File: src/rtl/assert_macros.svh
// ----------------------------------------------------------------------------
// Assertion macros
// Concurrent assertion helpers, compiled out for synthesis.
// ----------------------------------------------------------------------------
`ifndef ASSERT_MACROS_SVH
`define ASSERT_MACROS_SVH

`ifndef SYNTHESIS

// same-cycle implication
`define ASSERT_IMPLIES(label, clk, rst, ante, cons) \
   label: assert property (@(posedge clk) disable iff (rst) (ante) |-> (cons)) \
      else $error("assertion failed: same-cycle implication");

// next-cycle implication
`define ASSERT_NEXT(label, clk, rst, ante, cons) \
   label: assert property (@(posedge clk) disable iff (rst) (ante) |=> (cons)) \
      else $error("assertion failed: next-cycle implication");

`else

`define ASSERT_IMPLIES(label, clk, rst, ante, cons)
`define ASSERT_NEXT(label, clk, rst, ante, cons)

`endif

`endif

File: src/rtl/wudiv_pkg.sv
// ----------------------------------------------------------------------------
// wudiv_pkg
// Shared constants and types of the 256 by 128 bit divider.
// ----------------------------------------------------------------------------
package wudiv_pkg;

   localparam int WORD_W      = 64;
   localparam int DIVIDEND_W  = 256;
   localparam int DIVISOR_W   = 128;
   localparam int NUM_CELLS   = 8;
   localparam int SLICE_W     = DIVISOR_W / NUM_CELLS;   // remainder/divisor bits per cell
   localparam int NUM_SLICE_W = DIVIDEND_W / NUM_CELLS;  // dividend/quotient bits per cell
   localparam int CNT_W       = $clog2(DIVIDEND_W);

   // control broadcast to every cell
   typedef struct packed {
      logic load;   // take new operands
      logic step;   // perform one restoring step
      logic ge;     // shifted remainder >= divisor this step
   } wudiv_ctl_type;

endpackage

File: src/rtl/wudiv_if.sv
// ----------------------------------------------------------------------------
// wudiv channel interfaces
// Valid/ready channels for operand and result transactions.
// ----------------------------------------------------------------------------
interface wudiv_req_if;
   logic        valid;
   logic        ready;
   logic [63:0] dividend_w0;
   logic [63:0] dividend_w1;
   logic [63:0] dividend_w2;
   logic [63:0] dividend_w3;
   logic [63:0] divisor_lo;
   logic [63:0] divisor_hi;

   modport source (
      output valid, dividend_w0, dividend_w1, dividend_w2, dividend_w3,
             divisor_lo, divisor_hi,
      input  ready
   );
   modport sink (
      input  valid, dividend_w0, dividend_w1, dividend_w2, dividend_w3,
             divisor_lo, divisor_hi,
      output ready
   );
endinterface

interface wudiv_rsp_if;
   logic        valid;
   logic        ready;
   logic [63:0] quotient_w0;
   logic [63:0] quotient_w1;
   logic [63:0] quotient_w2;
   logic [63:0] quotient_w3;
   logic [63:0] remainder_lo;
   logic [63:0] remainder_hi;
   logic        divide_by_zero;

   modport source (
      output valid, quotient_w0, quotient_w1, quotient_w2, quotient_w3,
             remainder_lo, remainder_hi, divide_by_zero,
      input  ready
   );
   modport sink (
      input  valid, quotient_w0, quotient_w1, quotient_w2, quotient_w3,
             remainder_lo, remainder_hi, divide_by_zero,
      output ready
   );
endinterface

File: src/rtl/wudiv_cell.sv
// ----------------------------------------------------------------------------
// wudiv_cell
// One slice of the divider: remainder, divisor and dividend/quotient bits.
// ----------------------------------------------------------------------------
module wudiv_cell (
   input  logic                                   clock,
   input  wudiv_pkg::wudiv_ctl_type               ctl,
   input  logic [wudiv_pkg::NUM_SLICE_W-1:0]      ld_num,
   input  logic [wudiv_pkg::SLICE_W-1:0]          ld_div,
   input  logic                                   rem_bit_in,
   input  logic                                   num_bit_in,
   input  logic                                   borrow_in,
   output logic                                   rem_msb,
   output logic                                   num_msb,
   output logic                                   borrow_out,
   output logic [wudiv_pkg::SLICE_W-1:0]          rem_slice,
   output logic [wudiv_pkg::NUM_SLICE_W-1:0]      num_slice
);
   import wudiv_pkg::*;

   logic [SLICE_W-1:0]     rem_ff, rem_in;
   logic [SLICE_W-1:0]     div_ff, div_in;
   logic [NUM_SLICE_W-1:0] num_ff, num_in;
   logic [SLICE_W-1:0]     shifted;
   logic [SLICE_W:0]       diff;

   // borrow ripples up from the neighbour below
   assign shifted = {rem_ff[SLICE_W-2:0], rem_bit_in};
   assign diff    = {1'b0, shifted} - {1'b0, div_ff} - {{SLICE_W{1'b0}}, borrow_in};

   always_comb begin
      rem_in = rem_ff;
      div_in = div_ff;
      num_in = num_ff;
      if (ctl.load) begin
         rem_in = '0;
         div_in = ld_div;
         num_in = ld_num;
      end else if (ctl.step) begin
         rem_in = ctl.ge ? diff[SLICE_W-1:0] : shifted;
         num_in = {num_ff[NUM_SLICE_W-2:0], num_bit_in};
      end
   end

   always_ff @(posedge clock) begin
      rem_ff <= rem_in;
      div_ff <= div_in;
      num_ff <= num_in;
   end

   assign rem_msb    = rem_ff[SLICE_W-1];
   assign num_msb    = num_ff[NUM_SLICE_W-1];
   assign borrow_out = diff[SLICE_W];
   assign rem_slice  = rem_ff;
   assign num_slice  = num_ff;

endmodule

File: src/rtl/wide_unsigned_divider_256_by_128.sv
// ----------------------------------------------------------------------------
// wide_unsigned_divider_256_by_128
// 256-bit by 128-bit unsigned restoring divider built from a row of slice cells.
// ----------------------------------------------------------------------------
//
//   channel  dir  handshake        payload
//   req      in   valid / ready    dividend_w0..w3, divisor_lo, divisor_hi
//   rsp      out  valid / ready    quotient_w0..w3, remainder_lo/hi, divide_by_zero
//
// Operation: the cells load the operands, then run 256 steps of the shared 129-bit
//   compare/subtract (one quotient bit each), then the result is registered. A new
//   transaction is accepted only when idle, once the last result has left the cells.
// Reset: clears the sequencer and the result valid only; no clearing pass.
// Stalls: the result sits in the output register, so the next transaction can
//   load and run; a finished result waits in the cells until that register frees.
//
`include "assert_macros.svh"

module wide_unsigned_divider_256_by_128 (
   input  logic         clock,
   input  logic         reset,
   wudiv_req_if.sink    req_chan,
   wudiv_rsp_if.source  rsp_chan
);
   import wudiv_pkg::*;

   // sequencer codes
   localparam logic [1:0] ST_IDLE = 2'd0;
   localparam logic [1:0] ST_RUN  = 2'd1;
   localparam logic [1:0] ST_DONE = 2'd2;

   localparam logic [CNT_W-1:0] LAST_STEP = CNT_W'(DIVIDEND_W - 1);

   logic [1:0]       state_ff, state_in;
   logic [CNT_W-1:0] cnt_ff, cnt_in;
   logic             dz_ff, dz_in;

   // output register
   logic                  rsp_valid_ff, rsp_valid_in;
   logic [DIVIDEND_W-1:0] quo_ff, quo_in;
   logic [DIVISOR_W-1:0]  rem_ff, rem_in;
   logic                  rdz_ff, rdz_in;

   wudiv_ctl_type ctl;
   logic          req_acc;
   logic          out_free;
   logic          xfer;

   // cell row wiring
   logic [NUM_CELLS-1:0]                  rem_msb, num_msb, borrow;
   logic [NUM_CELLS-1:0][SLICE_W-1:0]     rem_all;
   logic [NUM_CELLS-1:0][NUM_SLICE_W-1:0] num_all;
   logic [NUM_CELLS-1:0][NUM_SLICE_W-1:0] ld_num;
   logic [NUM_CELLS-1:0][SLICE_W-1:0]     ld_div;

   assign ld_num = {req_chan.dividend_w3, req_chan.dividend_w2,
                    req_chan.dividend_w1, req_chan.dividend_w0};
   assign ld_div = {req_chan.divisor_hi, req_chan.divisor_lo};

   assign req_chan.ready = (state_ff == ST_IDLE);
   assign req_acc        = req_chan.valid && req_chan.ready;
   assign out_free       = !rsp_valid_ff || rsp_chan.ready;
   assign xfer           = (state_ff == ST_DONE) && out_free;

   // ge: bit shifted out of the 128-bit remainder, or no borrow out of the top cell
   assign ctl.load = req_acc;
   assign ctl.step = (state_ff == ST_RUN);
   assign ctl.ge   = rem_msb[NUM_CELLS-1] || !borrow[NUM_CELLS-1];

   // ring: dividend msb feeds remainder lsb, quotient bit enters dividend lsb
   for (genvar i = 0; i < NUM_CELLS; i++) begin : g_cell
      logic rem_bit, num_bit, bin;
      if (i == 0) begin : g_first
         assign rem_bit = num_msb[NUM_CELLS-1];
         assign num_bit = ctl.ge;
         assign bin     = 1'b0;
      end else begin : g_rest
         assign rem_bit = rem_msb[i-1];
         assign num_bit = num_msb[i-1];
         assign bin     = borrow[i-1];
      end

      wudiv_cell u_cell (
         .clock      (clock),
         .ctl        (ctl),
         .ld_num     (ld_num[i]),
         .ld_div     (ld_div[i]),
         .rem_bit_in (rem_bit),
         .num_bit_in (num_bit),
         .borrow_in  (bin),
         .rem_msb    (rem_msb[i]),
         .num_msb    (num_msb[i]),
         .borrow_out (borrow[i]),
         .rem_slice  (rem_all[i]),
         .num_slice  (num_all[i])
      );
   end

   // sequencer
   always_comb begin
      state_in = state_ff;
      cnt_in   = cnt_ff;
      dz_in    = dz_ff;
      unique case (state_ff)
         ST_IDLE: begin
            if (req_acc) begin
               state_in = ST_RUN;
               cnt_in   = '0;
               dz_in    = (req_chan.divisor_lo == '0) && (req_chan.divisor_hi == '0);
            end
         end
         ST_RUN: begin
            cnt_in = cnt_ff + 1'b1;
            if (cnt_ff == LAST_STEP) begin
               state_in = ST_DONE;
            end
         end
         ST_DONE: begin
            if (out_free) begin
               state_in = ST_IDLE;
            end
         end
         default: begin
            state_in = ST_IDLE;
         end
      endcase
   end

   // result register; zero divisor forces zero quotient and remainder
   always_comb begin
      rsp_valid_in = rsp_valid_ff;
      quo_in       = quo_ff;
      rem_in       = rem_ff;
      rdz_in       = rdz_ff;
      if (xfer) begin
         rsp_valid_in = 1'b1;
         quo_in       = dz_ff ? '0 : num_all;
         rem_in       = dz_ff ? '0 : rem_all;
         rdz_in       = dz_ff;
      end else if (rsp_chan.ready) begin
         rsp_valid_in = 1'b0;
      end
   end

   always_ff @(posedge clock) begin
      if (reset) begin
         state_ff     <= ST_IDLE;
         cnt_ff       <= '0;
         rsp_valid_ff <= 1'b0;
      end else begin
         state_ff     <= state_in;
         cnt_ff       <= cnt_in;
         rsp_valid_ff <= rsp_valid_in;
      end
   end

   always_ff @(posedge clock) begin
      dz_ff  <= dz_in;
      quo_ff <= quo_in;
      rem_ff <= rem_in;
      rdz_ff <= rdz_in;
   end

   assign rsp_chan.valid          = rsp_valid_ff;
   assign rsp_chan.quotient_w0    = quo_ff[WORD_W-1:0];
   assign rsp_chan.quotient_w1    = quo_ff[2*WORD_W-1:WORD_W];
   assign rsp_chan.quotient_w2    = quo_ff[3*WORD_W-1:2*WORD_W];
   assign rsp_chan.quotient_w3    = quo_ff[4*WORD_W-1:3*WORD_W];
   assign rsp_chan.remainder_lo   = rem_ff[WORD_W-1:0];
   assign rsp_chan.remainder_hi   = rem_ff[2*WORD_W-1:WORD_W];
   assign rsp_chan.divide_by_zero = rdz_ff;

   // checks
   `ASSERT_NEXT(a_accept_starts_run, clock, reset, req_acc, state_ff == ST_RUN && cnt_ff == '0)
   `ASSERT_IMPLIES(a_done_count_wrapped, clock, reset, state_ff == ST_DONE, cnt_ff == '0)
   `ASSERT_NEXT(a_xfer_sets_valid, clock, reset, xfer, rsp_valid_ff)
   `ASSERT_IMPLIES(a_dz_zero_result, clock, reset, rsp_valid_ff && rdz_ff, quo_ff == '0 && rem_ff == '0)

endmodule
File: src/flat_wrapper.sv
// flat-port wrapper written by rule: the top's interface ports become plain ports
module wide_unsigned_divider_256_by_128_flat import wudiv_pkg::*;
  (clock, reset, req_chan_valid, req_chan_dividend_w0, req_chan_dividend_w1, req_chan_dividend_w2, req_chan_dividend_w3, req_chan_divisor_lo, req_chan_divisor_hi, req_chan_ready, rsp_chan_valid, rsp_chan_quotient_w0, rsp_chan_quotient_w1, rsp_chan_quotient_w2, rsp_chan_quotient_w3, rsp_chan_remainder_lo, rsp_chan_remainder_hi, rsp_chan_divide_by_zero, rsp_chan_ready);
  wudiv_req_if req_chan_i ();
  wudiv_rsp_if rsp_chan_i ();
  input  logic clock;
  input  logic reset;
  input wire logic [$bits(req_chan_i.valid)-1:0] req_chan_valid;
  input wire logic [$bits(req_chan_i.dividend_w0)-1:0] req_chan_dividend_w0;
  input wire logic [$bits(req_chan_i.dividend_w1)-1:0] req_chan_dividend_w1;
  input wire logic [$bits(req_chan_i.dividend_w2)-1:0] req_chan_dividend_w2;
  input wire logic [$bits(req_chan_i.dividend_w3)-1:0] req_chan_dividend_w3;
  input wire logic [$bits(req_chan_i.divisor_lo)-1:0] req_chan_divisor_lo;
  input wire logic [$bits(req_chan_i.divisor_hi)-1:0] req_chan_divisor_hi;
  output wire logic [$bits(req_chan_i.ready)-1:0] req_chan_ready;
  output wire logic [$bits(rsp_chan_i.valid)-1:0] rsp_chan_valid;
  output wire logic [$bits(rsp_chan_i.quotient_w0)-1:0] rsp_chan_quotient_w0;
  output wire logic [$bits(rsp_chan_i.quotient_w1)-1:0] rsp_chan_quotient_w1;
  output wire logic [$bits(rsp_chan_i.quotient_w2)-1:0] rsp_chan_quotient_w2;
  output wire logic [$bits(rsp_chan_i.quotient_w3)-1:0] rsp_chan_quotient_w3;
  output wire logic [$bits(rsp_chan_i.remainder_lo)-1:0] rsp_chan_remainder_lo;
  output wire logic [$bits(rsp_chan_i.remainder_hi)-1:0] rsp_chan_remainder_hi;
  output wire logic [$bits(rsp_chan_i.divide_by_zero)-1:0] rsp_chan_divide_by_zero;
  input wire logic [$bits(rsp_chan_i.ready)-1:0] rsp_chan_ready;
  assign req_chan_i.valid = req_chan_valid;
  assign req_chan_i.dividend_w0 = req_chan_dividend_w0;
  assign req_chan_i.dividend_w1 = req_chan_dividend_w1;
  assign req_chan_i.dividend_w2 = req_chan_dividend_w2;
  assign req_chan_i.dividend_w3 = req_chan_dividend_w3;
  assign req_chan_i.divisor_lo = req_chan_divisor_lo;
  assign req_chan_i.divisor_hi = req_chan_divisor_hi;
  assign req_chan_ready = req_chan_i.ready;
  assign rsp_chan_valid = rsp_chan_i.valid;
  assign rsp_chan_quotient_w0 = rsp_chan_i.quotient_w0;
  assign rsp_chan_quotient_w1 = rsp_chan_i.quotient_w1;
  assign rsp_chan_quotient_w2 = rsp_chan_i.quotient_w2;
  assign rsp_chan_quotient_w3 = rsp_chan_i.quotient_w3;
  assign rsp_chan_remainder_lo = rsp_chan_i.remainder_lo;
  assign rsp_chan_remainder_hi = rsp_chan_i.remainder_hi;
  assign rsp_chan_divide_by_zero = rsp_chan_i.divide_by_zero;
  assign rsp_chan_i.ready = rsp_chan_ready;
  wide_unsigned_divider_256_by_128 u_core (.clock(clock), .reset(reset), .req_chan(req_chan_i), .rsp_chan(rsp_chan_i));
endmodule
File: config.mk
export PLATFORM = sky130hd
export DESIGN_NAME = wide_unsigned_divider_256_by_128_flat
export DESIGN_NICKNAME = d
export VERILOG_FILES = /design/src/rtl/wudiv_pkg.sv /design/src/rtl/wudiv_if.sv /design/src/rtl/wudiv_cell.sv /design/src/rtl/wide_unsigned_divider_256_by_128.sv /design/src/flat_wrapper.sv
export VERILOG_INCLUDE_DIRS = /design/src /design/src/rtl
export SDC_FILE = /design/constraint.sdc
export NUM_CORES = 1
export LEC_CHECK = 0
export BUFFER_PORTS_ARGS = -buffer_cell sky130_fd_sc_hd__buf_2
export CORE_AREA = 2 2 303 305
export CTS_CLUSTER_SIZE = 16
export DETAILED_ROUTE_END_ITERATION = 12
export DIE_AREA = 0 0 305 307
export PLACE_DENSITY_LB_ADDON = 0.3
export SETUP_SLACK_MARGIN = 0.1
export SYNTH_ARGS = -nofsm -noshare
export SYNTH_HDL_FRONTEND = slang
export SYNTH_SLANG_ARGS = --single-unit
File: constraint.sdc
create_clock -name clock -period 29 [get_ports clock]
set_clock_uncertainty 0.1 [all_clocks]
set_input_delay 1.45 -clock clock [delete_from_list [all_inputs] [get_ports clock]]
set_output_delay 1.45 -clock clock [all_outputs]
set_load 0.01 [all_outputs]
* After elaboration in Yosys (flattened, before gate mapping)
Cells that the tools add are included.
Storage, ports and cells: register bits 909, output and inout bits 387
Operators by class: add/sub/neg operators 16, equality and inequality tests 6, multiplexer cells 32, reductions and logical operators 16
Operators by type and width (count):
- $mux 32 | 16
- $sub 16x16->17 | 8
- $logic_not 64->1 | 2
- $mux 16 | 8
- $sub 17x1->17 | 7
- $pmux 8 s2 | 1
- $add 8x1->8 const B | 1
- $eq 8x8->1 const B | 1
- $mux 8 | 1
- $mux 2 | 3
- $pmux 2 s3 | 1
- $reduce_bool 2->1 | 3
- $ne 2x2->1 const B | 2
- $reduce_and 2->1 | 2
- $logic_and 1x1->1 | 3
- $reduce_and 3->1 | 1
- $eq 2x1->1 const B | 1
- $eq 2x2->1 const B | 1
- $logic_not 1->1 | 2
- $logic_not 2->1 | 1
- $logic_or 1x1->1 | 2
- $mux 1 | 2
- $ne 2x1->1 const B | 1

* Depth between registers and ports, before layout
Gate-level depths: netlist (run 1).
depth in word-level cells 12, gate-level depth with buffers 105, mapped depth without buffers 102

* Hierarchy
A second synthesis (run 1) with hierarchy kept.
Unflattened totals: cells, all modules 3633, area total of the unflattened synthesis 44805.5 um2
By module, submodules not included:
- wudiv_cell at u_core.g_cell[3].u_cell ... | instances 5, cells an instance 343, area an instance 3782.4 um2, sequential area each 1761.7 um2
- wide_unsigned_divider_256_by_128 | instances 1, cells an instance 920, area an instance 14938.1 um2, sequential area each 11811.3 um2
- wudiv_cell at u_core.g_cell[2].u_cell | instances 1, cells an instance 357, area an instance 3743.6 um2, sequential area each 1761.7 um2
- wudiv_cell at u_core.g_cell[1].u_cell | instances 1, cells an instance 321, area an instance 3607.2 um2, sequential area each 1761.7 um2
- wudiv_cell at u_core.g_cell[0].u_cell | instances 1, cells an instance 320, area an instance 3604.7 um2, sequential area each 1761.7 um2

* Least setup slack after synthesis (run 1)
OpenSTA, ideal clock, no wires.
path kind register -> register, from register u_core.g_cell[0].u_cell.div_ff[0], to register u_core.g_cell[5].u_cell.rem_ff[2], library setup time 0.483 ns, data arrival time 22.625 ns, required time 28.417 ns, setup slack 5.792 ns, cell stages (with the launch flop) 100, cells stage by stage edfxtp_1 -> ha_1 -> fa_1 -> nor2b_1 -> o21a_1 -> o21ai_0 -> a21oi_1 -> a21oi_1 -> a211o_1 -> o21bai_1 -> a21o_1 -> fa_1 -> ha_1 -> or2_2 -> fa_1 -> nand2b_1 -> a2111oi_0 -> nor3_1 -> [64 not listed] -> o211ai_1 -> a311oi_1 -> o21bai_1 -> a21oi_1 -> xor2_1 -> fa_1 -> ha_1 -> nor2_1 -> fa_1 -> nand2_1 -> a31o_2 -> a41oi_2 -> o21ai_2 -> a221oi_4 -> mux2_2 -> buf_2 -> nor3_1 -> o32ai_1
On the way: cells in the longest elaborated chain, start to end 11
RTL lines:
- start: declaration | RTL line wudiv_cell.sv:22 | logic [SLICE_W-1:0] div_ff, div_in;
- start signal: assignment | RTL line wudiv_cell.sv:47 | div_ff <= div_in;
- $sub 16x16->17 * | RTL line wudiv_cell.sv:29 | assign diff = {1'b0, shifted} - {1'b0, div_ff} - {{SLICE_W{1'b0}}, borrow_in};
- $sub 17x1->17 * (5 in series) | RTL line wudiv_cell.sv:29
- $sub 17x1->17 (2 in series) | RTL line wudiv_cell.sv:29
- $logic_not 1->1 | RTL line wide_unsigned_divider_256_by_128.sv:68 | assign ctl.ge = rem_msb[NUM_CELLS-1] || !borrow[NUM_CELLS-1];
- $logic_or 1x1->1 | RTL line wide_unsigned_divider_256_by_128.sv:68
- $mux 16 * | RTL line wudiv_cell.sv:40 | rem_in = ctl.ge ? diff[SLICE_W-1:0] : shifted;
- end signal: assignment | RTL line wudiv_cell.sv:46 | rem_ff <= rem_in;
- end: declaration | RTL line wudiv_cell.sv:21 | logic [SLICE_W-1:0] rem_ff, rem_in;
Every way passes the cells marked *; elsewhere a longest branch is shown, timed or not. A chain may end at the register's enable or synchronous reset.

* Worst setup path after layout (run 1)
from register u_core.g_cell[0].u_cell.div_ff[0], to register u_core.g_cell[4].u_cell.rem_ff[12]
On the way: cells in the longest elaborated chain, start to end 11
RTL lines (RTL line):
- $sub 16x16->17 * | wudiv_cell.sv:29
- $sub 17x1->17 * (4 in series) | wudiv_cell.sv:29
- $sub 17x1->17 (3 in series) | wudiv_cell.sv:29
- $logic_not 1->1 | wide_unsigned_divider_256_by_128.sv:68
- $logic_or 1x1->1 | wide_unsigned_divider_256_by_128.sv:68
- $mux 16 * | wudiv_cell.sv:40
- end signal: assignment | wudiv_cell.sv:46
- end: declaration | wudiv_cell.sv:21
Marked as above.

==> impl_metrics.toml, run 1 <==
[detailed_routing]
routed_via_density = 5.25
vias = 30200
ant_nets = 0
drt_first_pass_iters = 6
drt_iter0_markers = 2574
drc = 0
totalWireLength_um = 118000
routedWlPerCell_um = 20.5

[synth]
synth_top_area_share_pct = 55.0
synth_top_cell_by_area = "edfxtp_1"
synthFlopType = "edfxtp_1"
syn_inst = 3725
yosysMostFrequentCell = "nand2_1"
async_reset_ff_share_pct = 0
netlist_area_um2 = 42100
netlist_top_cells_area = "edfxtp_1 55%, nand2_1 7.4%, ha_1 6.8%"
synth_warnings = 0
ys_ff_latch = 909
avgSynthCellArea_um2 = 11.3
yosysSeqAreaShare_pct = 61.6
yosys.cell_types.count = 70
synth-edff-count = 770
syn_nets = 4355
synthTopCellsByCount = "826 x nand2_1, 770 x edfxtp_1, 343 x inv_1"

[sta]
slew_viol_final = 0
rsz0062_at_grt = "no"
setup_tns_ns = 0
fmax_mhz = 37.8
fin_crit_ns = 26.45
max_slew_margin_pct = 13.5
worst_pin_slew_ns = 1.29
finalSetupViolations = 0
hold_viol = 0
min_period_over_period_pct = 91.2
timing.final.ws_setup_ns = 2.55
timing.hold.ws_ns = 0.371

[die]
rows = 111
die_h_um = 307
dieArea_um2 = 93600
num_io_pins = 775
start_util_pct = 46.4
core_area_um2 = 90700
die_w_um = 305

[worst_setup_path]
crit_path_end = "u_core.g_cell[4].u_cell.rem_slice[12]$_SDFFE_PP0P_"
cpPeakStageDelay_ns = 0.64
crit_top_cell = "fa_1"
cp_max_fo = 55
worst-r2r-cell-count = 99
startpoint_type = "register"
cp-startpoint = "u_core.g_cell[0].u_cell.div_ff[0]$_DFFE_PP_"
timing.rr.end = "u_core.g_cell[4].u_cell.rem_slice[12]$_SDFFE_PP0P_"
cp.arrival_ns = 26.90
critPathKind = "reg2reg"
crit_required_ns = 29.46
crit_path_end_kind = "register"
cpMaxStageDelayCell = "nand2_1"
r2r_start = "u_core.g_cell[0].u_cell.div_ff[0]$_DFFE_PP_"
r2r_slack_ns = 2.55

[global_route]
antenna_found_initial = 29
grt_first_pass_wirelength_um = 175000
gr-total-overflow = 0
first_global_vias = 29300
grt_start_max_net_pins = 181
grt_use_total_pct = 24.5

[flow_run]
max_cap_violations = 0

[pwr]
pwr-share-clk_pct = 27.6
intPower_uw = 2900
switching_share_pct = 33.1
power_switching_uw = 1430
power_frac_seq_pct = 38.3
peakVddDrop_mv = 0.0621
power_uw = 4330
power_per_cell_area_nw_per_um2 = 86.3
leakagePower_uw = 0.0217
pwr-share-comb_pct = 34.1

[cts]
clockBufferDepth = 3
cts_resized = 0
clk_pin_slew_ns = 0.06
insertion_delay_ns = 0.66
cts_setup_buffers = 0
htreeDepth = 3
tritoncts = "yes"
hold_buffers = 0
cts.sinks = 909
numCtsBuffers = 94
clk_root_buffer_cell = "clkbuf_16"

[place]
dp_cells = 5562
hpwl_um = 83600
dp_slack_ns = 2.48
gp_congestion = 0.892
port_buffers = 774

[final_layout]
drive_gt1_share_pct = 21.1
nets = 5102
layout.cells.non_filler = 5753
fillCellCount = 7795
area.growth.synth_to_final_pct = 19.3

[status]
status = "complete, no violations"

[hold_path]
hp-class = "reg2reg"
whs_path_depth = 2
worstHoldStart = "u_core.g_cell[1].u_cell.rem_slice[15]$_SDFFE_PP0P_"
[metrics by stage]
stage | instance area [um2] | utilization, %
3_3_place_gp | 47100 | 51.9
6_report | 50200 | 55.3
5_1_grt | 50200 | 55.3
4_1_cts | 50100 | 55.3
3_5_place_dp | 47100 | 51.9
2_1_floorplan | 42100 | -
[final cells by class]
cell class                 instances  area (um2)  area share (%)
sequential                       909       25900            51.6
multi-input combinational       2323       14300            28.5
timing repair buffer             800        4090            8.14
clock buffer                     107        2430            4.85
tap                             1186        1480            2.96
inverter                         344        1310            2.60
clock inverter                    64         606            1.21
antenna                           20        50.0          0.0997
[metal layers]
metal / global-route usage, % / wire, um / share of wire [%] / vias to the layer above
met5: 0 / 86 / 0.073 / -
met4: 11.1 / 4700 / 4.0 / 12
met3: 4.89 / 8700 / 7.4 / 221
met2: 40.2 / 56600 / 48 / 1128
met1: 31.4 / 47700 / 41 / 14500
li1: - / - / - / 14300
[worst max-delay path: cells and delay by family, from the launching register on]
| family | cells | cell delay (ns) |
|---|---|---|
| mux | 1 | 0.30 |
| buf+inv | 5 | 0.75 |
| fa+ha+maj | 23 | 8.13 |
| compound gates | 45 | 11.33 |
| flops | 1 | 0.36 |
| simple gates | 21 | 4.59 |
| xor+xnor | 4 | 0.69 |
[how the worst min path moves through the flow]
stage                                                               endpoint  slack [ns]
after floorplan                     u_core.rsp_chan.divide_by_zero$_DFFE_PP_        0.32
after global placement    u_core.g_cell[1].u_cell.rem_slice[15]$_SDFFE_PP0P_        0.35
after detailed placement  u_core.g_cell[1].u_cell.rem_slice[15]$_SDFFE_PP0P_        0.36
after CTS                 u_core.g_cell[1].u_cell.rem_slice[15]$_SDFFE_PP0P_        0.37
after global routing      u_core.g_cell[1].u_cell.rem_slice[15]$_SDFFE_PP0P_        0.39
final                     u_core.g_cell[1].u_cell.rem_slice[15]$_SDFFE_PP0P_        0.37
[power groups by stage]
stage / Clock [uW] / Sequential [uW] / Combinational (uW)
floorplan: 0 / 1670 / 1160
global placement: 0 / 1680 / 1430
detailed placement: 0 / 1680 / 1470
CTS: 1220 / 1660 / 1480
global route: 1270 / 1670 / 1670
finish: 1190 / 1660 / 1480
[sequential cells by signal, summed over array words and instances, names as in the netlist]
signal and cells:
u_core.g_cell.u_cell.num_slice 256, u_core.quo_ff 256, u_core.g_cell.u_cell.div_ff 128, u_core.g_cell.u_cell.rem_slice 128, u_core.rem_ff 128, u_core.cnt_ff 8, u_core.state_ff 2, u_core.dz_ff 1
u_core.rsp_chan.divide_by_zero 1, u_core.rsp_chan.valid 1
[cell usage in the layout, fill, tap and decap left out, types with 15 or more instances in the layout]
cell type and n:
nand3_1 33, mux2i_1 72, ha_1 227, nand2_1 825, xor2_1 34, o31ai_1 16
clkbuf_16 95, nor4_1 34, diode_2 20, nor3_1 29, o22ai_1 58, dfxtp_1 139
fa_1 15, o21ai_0 63, o32ai_1 18, inv_1 342, buf_4 24, nor2_1 224
clkinv_1 29, xnor2_1 70, a21o_1 19, nand2b_1 15, a21oi_1 77, edfxtp_1 770
buf_2 774, nor2b_1 296
[cell families after synthesis]
family,synth area share (%)
AO/OA/AOI/OAI,6.19
buffers and inverters,4.50
adder cells (fa/ha/maj),7.47
AND/OR/NAND/NOR,16.2
multiplexers,1.86
flip-flops,61.6
XOR/XNOR,2.17
No activity file was read; power rests on OpenSTA's default activity.
==> run 2: changes to the inputs <==
- ABC_AREA: unset -> 0
- GPL_TIMING_DRIVEN: unset -> 0
- clock period: 29 -> 24.4 ns (I/O delays scaled with it)
==> impl_metrics.toml, run 2 (synthesis gave the netlist of run 1 again) <==
[worst_setup_path]
startpoint_type = "register"
cp_max_fo = 6
worst-r2r-cell-count = 103
cpPeakStageDelay_ns = 0.58
cp.arrival_ns = 23.63
crit_required_ns = 24.80
cpMaxStageDelayCell = "fa_1"
critPathKind = "reg2reg"
crit_path_end_kind = "register"
crit_top_cell = "fa_2"

[final_layout]
drive_gt1_share_pct = 22.2
layout_common_cells = "825 x nand2_1, 776 x buf_2, 770 x edfxtp_1"
fillCellCount = 7679
post-route-util_pct = 57.0
nets = 5274
layout.cells.non_filler = 5930
layout.cells.most_common = "nand2_1"
design_area_um2 = 51700
area.growth.synth_to_final_pct = 22.9

[global_route]
grt_first_pass_wirelength_um = 190000
first_global_vias = 30100
antenna_found_initial = 32
grt_start_max_net_pins = 62
gr-total-overflow = 0
grt_use_total_pct = 27.4

[place]
gp_congestion = 0.919
port_buffers = 774
dp_cells = 5705
postPlaceCellArea_um2 = 47900
hpwl_um = 99900

[sta]
finalSetupViolations = 0
timing.hold.ws_ns = 0.354
min_period_over_period_pct = 95.2
max_slew_margin_pct = 13.5
fmax_mhz = 43.1
setup_tns_ns = 0
worst_pin_slew_ns = 1.30
hold_viol = 0
rsz0062_at_grt = "no"
slew_viol_final = 0
fin_crit_ns = 23.23

[cts]
clk_pin_slew_ns = 0.06
tritoncts = "yes"
clockBufferDepth = 3
cts.sinks = 909
clk_root_buffer_cell = "clkbuf_16"
insertion_delay_ns = 0.68
htreeDepth = 3
numCtsBuffers = 96

[die]
core_area_um2 = 90700
dieArea_um2 = 93600
rows = 111
die_w_um = 305
num_io_pins = 775
start_util_pct = 46.4
die_h_um = 307

[detailed_routing]
drt_first_pass_iters = 6
vias = 31300
routed_via_density = 5.29
totalWireLength_um = 133000
drt_iter0_markers = 2745
ant_nets = 0
drc = 0
routedWlPerCell_um = 22.4

[pwr]
leakagePower_uw = 0.0223
power_switching_uw = 1830
intPower_uw = 3610
switching_share_pct = 33.7
power_per_cell_area_nw_per_um2 = 105
power_frac_seq_pct = 36.2
pwr-share-clk_pct = 26.9
pwr-share-comb_pct = 36.9
peakVddDrop_mv = 0.0667

[hold_path]
whs_path_depth = 0
hp-class = "reg2reg"

[flow_run]
max_cap_violations = 0

[status]
status = "complete, no violations"
run 2: changes by cell type in the layout (fill, tap and decap cells not counted), sizes merged:
cell	change
buf	+45
diode	-1
clkinv	-20
inv	+2
clkbuf	+151
run 2: per-stage QoR:
step                setup slack (ns)  power, uW
detailed placement             -1.86       3800
finish                          1.17       5440
CTS                           0.0871       5340
floorplan                       1.19       3360
global route                  0.0203       5730
global placement               -4.48       3780
run 2: critical path: cells and delay by family, from the launching register on:
kind	cells	cell delay, ns
AOI/OAI and AO/OA	45	9.10
adders and majority gates	23	8.01
and+or+nand+nor	20	3.52
buffers and inverters	9	0.78
xor gates and xnor gates	4	0.63
muxes	2	0.58
DFF	1	0.35
run 2: layer usage:
layer,global-route usage (%),part of all wire (%)
met3,5.80,8.1
met4,11.6,4.0
met2,46.5,49
met1,34.0,39
met5,0,0.065
run 2: layout make-up:
type,count,area (um2),share of cell area (%)
tap,1186,1480,2.87
timing repair buffer,821,4580,8.85
multi-input combinational,2323,14600,28.2
antenna,19,47.5,0.0919
inverter,344,1290,2.50
clock buffer,133,2680,5.18
clock inverter,46,430,0.832
sequential,909,25900,50.1
buffer,149,703,1.36
run 2: path summary, 6_finish.rpt:
kind              slack [ns]                                                 to                                            start
setup reg to reg        1.17  u_core.g_cell[5].u_cell.rem_slice[6]$_SDFFE_PP0P_  u_core.g_cell[7].u_cell.num_slice[31]$_DFFE_PP_
hold / removal          0.35           u_core.rsp_chan.divide_by_zero$_DFFE_PP_                           u_core.dz_ff$_DFFE_PP_
hold reg to reg         0.35           u_core.rsp_chan.divide_by_zero$_DFFE_PP_                           u_core.dz_ff$_DFFE_PP_
setup / recovery        1.17  u_core.g_cell[5].u_cell.rem_slice[6]$_SDFFE_PP0P_  u_core.g_cell[7].u_cell.num_slice[31]$_DFFE_PP_
run 2: power groups by stage:
stage                     Sequential (uW)  Clock, uW  Combinational [uW]
after floorplan                      1980          0                1380
after global placement               2010          0                1770
after detailed placement             1990          0                1810
after CTS                            1960       1480                1890
after global routing                 1980       1530                2210
final                                1970       1460                2000
run 2: timing repair:
action                     CTS  global route
hold buffers                 0             0
gates cloned                 1             1
setup buffers                8            17
setup endpoints to repair  129           129
pin swaps                   14            57
resized for setup           51            58
